==> src/design/tce_pkg.sv <==
// Shared types, constants and helper functions for the text console cell engine.
// No dependencies; the controller, datapath and top refer to it by scoped names.
`timescale 1ns / 1ps
`default_nettype none

package tce_pkg;

    localparam int COLUMNS    = 80;
    localparam int ROWS       = 25;
    localparam int TAB_WIDTH  = 8;
    localparam int CELL_COUNT = COLUMNS * ROWS;
    localparam int ADDR_W     = $clog2(CELL_COUNT);
    // last destination row start of the scroll copy; blanking starts here
    localparam int COPY_LAST  = CELL_COUNT - COLUMNS;
    // enough tab stops to cover any 7-bit column
    localparam int TAB_STOPS  = 128 / TAB_WIDTH + 1;

    localparam logic [15:0] BLANK_CELL = 16'h0F20;

    localparam logic [7:0] CH_BS    = 8'h08;
    localparam logic [7:0] CH_TAB   = 8'h09;
    localparam logic [7:0] CH_LF    = 8'h0A;
    localparam logic [7:0] CH_CR    = 8'h0D;
    localparam logic [7:0] CH_SPACE = 8'h20;

    typedef enum logic [1:0] {
        OP_PUT   = 2'd0,
        OP_READ  = 2'd1,
        OP_CLEAR = 2'd2,
        OP_SET   = 2'd3
    } t_opcode;

    typedef struct packed {
        t_opcode     opcode;
        logic [7:0]  char_code;
        logic [3:0]  bg_color;
        logic [3:0]  fg_color;
        logic [10:0] cell_index;
        logic [6:0]  new_column;
        logic [4:0]  new_row;
    } t_in_item;

    typedef struct packed {
        logic [15:0] cell_data;
        logic [6:0]  cursor_column;
        logic [4:0]  cursor_row;
        logic [10:0] cursor_addr;
        logic        scrolled;
    } t_out_item;

    // controller -> datapath
    typedef struct packed {
        logic take;
        logic exec;
        logic copy;
        logic blank;
        logic load;
    } t_cmd;

    // datapath -> controller
    typedef struct packed {
        t_opcode op;
        logic    scroll_need;
        logic    copy_last;
        logic    blank_last;
        logic    out_free;
    } t_status;

    // next multiple of TAB_WIDTH strictly above the column
    function automatic logic [7:0] next_tab(input logic [6:0] col);
        logic [7:0] r;
        r = '0;
        for (int k = TAB_STOPS; k >= 1; k--) begin
            if (k * TAB_WIDTH > int'(col)) begin
                r = 8'(k * TAB_WIDTH);
            end
        end
        return r;
    endfunction

    function automatic logic [10:0] cell_loc(input logic [4:0] row, input logic [6:0] col);
        return 11'(int'(row) * COLUMNS + int'(col));
    endfunction

endpackage

`default_nettype wire

==> src/design/tce_ctrl.sv <==
// Sequencer for the console engine: reset blanking, item execution, scroll
// copy, screen blanking and result hand-off. Uses tce_pkg command/status types.
`timescale 1ns / 1ps
`default_nettype none

module tce_ctrl (
    input  wire logic             i_clk,
    input  wire logic             i_rst_n,
    input  wire logic             i_valid,
    output logic                  o_stall,
    input  wire tce_pkg::t_status i_status,
    output tce_pkg::t_cmd         o_cmd
);

    typedef enum logic [2:0] {
        S_INIT,
        S_IDLE,
        S_EXEC,
        S_COPY,
        S_BLANK,
        S_RESULT
    } t_state;

    t_state r_state;
    t_state n_state;
    logic   ready;

    always_comb begin
        ready = (r_state == S_IDLE) || ((r_state == S_RESULT) && i_status.out_free);
    end

    always_comb begin
        o_cmd       = '0;
        o_cmd.take  = ready && i_valid;
        o_cmd.exec  = (r_state == S_EXEC);
        o_cmd.copy  = (r_state == S_COPY);
        o_cmd.blank = (r_state == S_BLANK) || (r_state == S_INIT);
        o_cmd.load  = (r_state == S_RESULT) && i_status.out_free;
        o_stall     = !ready;
    end

    always_comb begin
        n_state = r_state;
        unique case (r_state)
            S_INIT: begin
                if (i_status.blank_last) n_state = S_IDLE;
            end
            S_IDLE: begin
                if (i_valid) n_state = S_EXEC;
            end
            S_EXEC: begin
                unique case (i_status.op)
                    tce_pkg::OP_PUT:   n_state = i_status.scroll_need ? S_COPY : S_RESULT;
                    tce_pkg::OP_CLEAR: n_state = S_BLANK;
                    tce_pkg::OP_READ,
                    tce_pkg::OP_SET:   n_state = S_RESULT;
                    default:           n_state = S_RESULT;
                endcase
            end
            S_COPY: begin
                if (i_status.copy_last) n_state = S_BLANK;
            end
            S_BLANK: begin
                if (i_status.blank_last) n_state = S_RESULT;
            end
            S_RESULT: begin
                if (i_status.out_free) n_state = i_valid ? S_EXEC : S_IDLE;
            end
            default: n_state = S_INIT;
        endcase
    end

    always_ff @(posedge i_clk) begin
        if (!i_rst_n) begin
            r_state <= S_INIT;
        end else begin
            r_state <= n_state;
        end
    end

    // no item may enter while the reset blanking pass runs
    a_no_take_in_init: assert property (@(posedge i_clk) disable iff (!i_rst_n)
        (r_state == S_INIT) |-> !o_cmd.take)
        else $error("item taken during reset blanking");

    // a scroll must always pass through the blanking of the bottom row
    a_copy_to_blank: assert property (@(posedge i_clk) disable iff (!i_rst_n)
        (r_state == S_COPY) && i_status.copy_last |=> (r_state == S_BLANK))
        else $error("scroll copy did not continue into blanking");

    // execution follows exactly one take
    a_exec_after_take: assert property (@(posedge i_clk) disable iff (!i_rst_n)
        (r_state == S_EXEC) |-> $past(o_cmd.take))
        else $error("execute without a taken item");

endmodule

`default_nettype wire

==> config.mk <==
export PLATFORM = sky130hd
export DESIGN_NAME = tce_ctrl
export DESIGN_NICKNAME = d
export VERILOG_FILES = /design/src/design/tce_pkg.sv /design/src/design/tce_ctrl.sv
export SDC_FILE = /design/constraint.sdc
export NUM_CORES = 1
export LEC_CHECK = 0
export BUFFER_PORTS_ARGS = -buffer_cell sky130_fd_sc_hd__buf_4
export CORE_AREA = 4 4 41 43
export DETAILED_ROUTE_END_ITERATION = 7
export DIE_AREA = 0 0 45 47
export SYNTH_ARGS = -nofsm -noshare
export SYNTH_HDL_FRONTEND = slang
export SYNTH_SLANG_ARGS = --single-unit
==> constraint.sdc <==
create_clock -name i_clk -period 3.1 [get_ports i_clk]
set_input_delay 0.62 -clock i_clk [delete_from_list [all_inputs] [get_ports i_clk]]
set_output_delay 0.62 -clock i_clk [all_outputs]
set_load 0.02 [all_outputs]
==> impl_summary.txt <==
----------------------------------------------------
[STA]
  Setup-failing EPs final ... 0
  Final worst-path setup slack ... 1100 ps
  Worst slew margin relative to its limit ... 0.731
  Ratio of final minimum period to clock period ... 0.644
  F_max ... 0.501 GHz
  Setup TNS ... 0 ps
  Worst-case clock skew ... 1.33 ps
  Unrepaired setup endpoints after global routing ... no
  Max-slew violation count ... 0
  Worst Max-Slew Pin Slew ... 403 ps
  Endpoints failing hold ... 0
  Minimum period implied by the final worst setup slack ... 2000 ps

[Clock network]
  Clock buffers created by TritonCTS ... 3
  Deepest level of the CTS H-tree ... 1
  Clock root buffer ... clkbuf_4
  Reg clk slew, reported paths ... 40 ps
  Number of buffers added for setup after CTS ... 0
  # clock sinks ... 3
  CTS tree ... yes
  Maximum clock path buffer count ... 2
  Clock insertion delay at the later pin of the skew report ... 240 ps
  Total of cells resized after clock tree synthesis ... 0
  Total of hold buffers inserted after clock tree synthesis ... 0

[Final layout]
  Area added between synthesis and finish ... 43.7%
  Largest reg by FF count ... r_state
  Post-route cell area ... 415 um^2
  Fraction of layout cells with a size suffix above 1 ... 0.380
  Max reg flops ... 3
  Net count, final ... 60
  Regs by FF count ... r_state: 3 flops
  Antenna diode instance count ... 0

[Route]
  Antenna Nets Post-Route ... 0
  WL per Instance ... 10.9 um
  Vias ... 319
  Post-detailed-routing wire length ... 708 um
  Total DRC errors in the routed layout ... 0
  Pre-antenna DRT Iters ... 4
  Iteration-0 DRC Markers ... 5
  Via count normalized by instance count ... 4.91

[Synthesis]
  Number of distinct standard cells referenced by the synthesized netlist ... 25
  Post-synthesis net count ... 44
  Avg Inst Size Synth ... 8.26 um^2
  Number of flip-flops and latches in the synthesized netlist ... 3
  Synthesized instance count ... 35
  Register area share after synthesis ... 0.208
  Warnings, synthesis ... 0
  Cell area after technology mapping ... 289 um^2

[Critical path]
  Arrival time of the worst setup path ... 1380 ps
  Worst Setup End Kind ... output pin
  Type of the setup path with the least slack ... register to output pin
  Setup crit start kind ... register
  Data required time of the critical path ... 2480 ps
  R2R Setup Slk ... 1690 ps
  Largest fanout of any net on the critical path ... 13
  Reg-to-reg critical path startpoint ... r_state[1]
  Worst r2r path cells ... 3
  Critical register-to-register path endpoint ... r_state[1]

[Floorplanning]
  Num rows ... 13
  I/O pin cnt ... 15
  Total Die Area ... 0.00212 mm^2
  Placeable core area ... 0.00130 mm^2
  Floorplan die width ... 45 um
  Die height ... 47 um
  Initial cell density of the core ... 0.222

[Min path]
  Worst hold stages ... 2
  Endpoint of the worst hold path ... r_state[2]
  Hold/Removal Path Class ... primary input to register
  Source of the worst hold timing path ... i_rst_n

[Run]
  Number of max-cap violations ... 0

[Place]
  Placed cell area ... 389 um^2
  Pre-CTS setup slack ... 1240 ps
  Global placement routability congestion ... 0.662
  Detailed placement HPWL ... 552 um
  Port Buffers ... 14

[GRT]
  Antenna violations before repair ... 0
  Aggregate global routing overflow ... 0
  Largest net degree at the start of global routing ... 14
  Number of global-route vias before repair ... 305
  Wire length of the first global-routing pass ... 1230 um
  GRT Total Usage ... 0.0813

[Pwr]
  Total Power ... 0.190 mW
  P_leak ... 0.186 nW
  PD cells ... 457 mW/mm^2
  Worst vdd ir ... 0.153 mV

[Outcome]
  Status ... complete, no violations

----------------------------------------------------
-- layout make-up --
cell class | instances | area, um^2
clock buffer | 4 | 26.3
timing repair buffer | 14 | 105
multi-input combinational | 27 | 198
sequential | 3 | 60.1
inverter | 2 | 7.51
tap | 15 | 18.8
fill | 149 | 886
-- metal layers --
metal | global-route usage | up-vias | wire length, um | share of wire
met5 | 0 | - | 0 | 0
met4 | 0.0702 | 0 | 10 | 0.014
met3 | 0.0268 | 2 | 55 | 0.078
met2 | 0.127 | 9 | 336 | 0.47
met1 | 0.0884 | 144 | 305 | 0.43
li1 | - | 164 | - | -
-- where the power goes --
part | switching [mW] | internal, mW | total [mW]
clock network | 0.0223 | 0.0484 | 0.0707
logic | 0.0297 | 0.0335 | 0.0633
registers | 0.0126 | 0.0432 | 0.0558
total | 0.0647 | 0.125 | 0.190
-- cells in the mapped netlist --
| cell | n | area [um^2] |
|---|---|---|
| a211oi_1 | 1 | 7.51 |
| nor4b_1 | 1 | 8.76 |
| nor2b_1 | 3 | 18.8 |
| a2111o_1 | 1 | 11.3 |
| o2bb2ai_1 | 1 | 8.76 |
| inv_1 | 2 | 7.51 |
| nor2_1 | 2 | 7.51 |
| nand2b_1 | 2 | 12.5 |
| nor4bb_1 | 1 | 10.0 |
| nor3b_2 | 1 | 12.5 |
| a221oi_1 | 1 | 8.76 |
| a21o_1 | 1 | 7.51 |
| o31a_1 | 1 | 8.76 |
| nand3_1 | 1 | 5.00 |
| o21ai_0 | 1 | 5.00 |
| buf_6 | 1 | 11.3 |
| dfxtp_1 | 3 | 60.1 |
| o21a_1 | 1 | 7.51 |
| o41ai_1 | 1 | 8.76 |
| and3_1 | 4 | 25.0 |
| nand2_1 | 1 | 3.75 |
| buf_2 | 1 | 5.00 |
| buf_4 | 1 | 7.51 |
| a21oi_1 | 1 | 5.00 |
| a311oi_2 | 1 | 15.0 |
-- critical path, stage by stage (launching register included) --
cell and delay, ps:
dfxtp_1 550, nor2b_1 270, and3_1 180, buf_4 130
-- how the worst max path moves through the flow --
stage                 from        to  slack, ps  cells after the start
3_3_place_gp   i_status[0]  o_cmd[4]       1250                      4
4_1_cts         r_state[0]  o_cmd[4]       1070                      3
5_1_grt         r_state[0]  o_cmd[0]        960                      3
2_1_floorplan  i_status[0]  o_cmd[4]       1470                      2
6_report        r_state[0]  o_cmd[0]       1100                      3
3_5_place_dp   i_status[0]  o_cmd[4]       1240                      4
-- layout by cell type, fill, tap and decap left out, types with 2 or more instances in the layout --
cell type   n
buf_4      14
and3_1      4
nor2b_1     3
clkbuf_4    3
dfxtp_1     3
inv_1       2
nand2b_1    2
nor2_1      2
-- logic make-up after synthesis --
kind of cell / synth area share
DFF: 0.208
AOI/OAI and AO/OA: 0.325
and+or+nand+nor: 0.359
buffers and inverters: 0.108
-- metrics by stage --
step	std cells	utilization	hold WS [ps]
detailed placement	61	0.299	753
CTS	65	0.319	625
finish	65	0.319	631
global placement	61	0.299	764
floorplan	35	-	615
global route	65	0.319	649
Power figures use the tool's default switching activity.
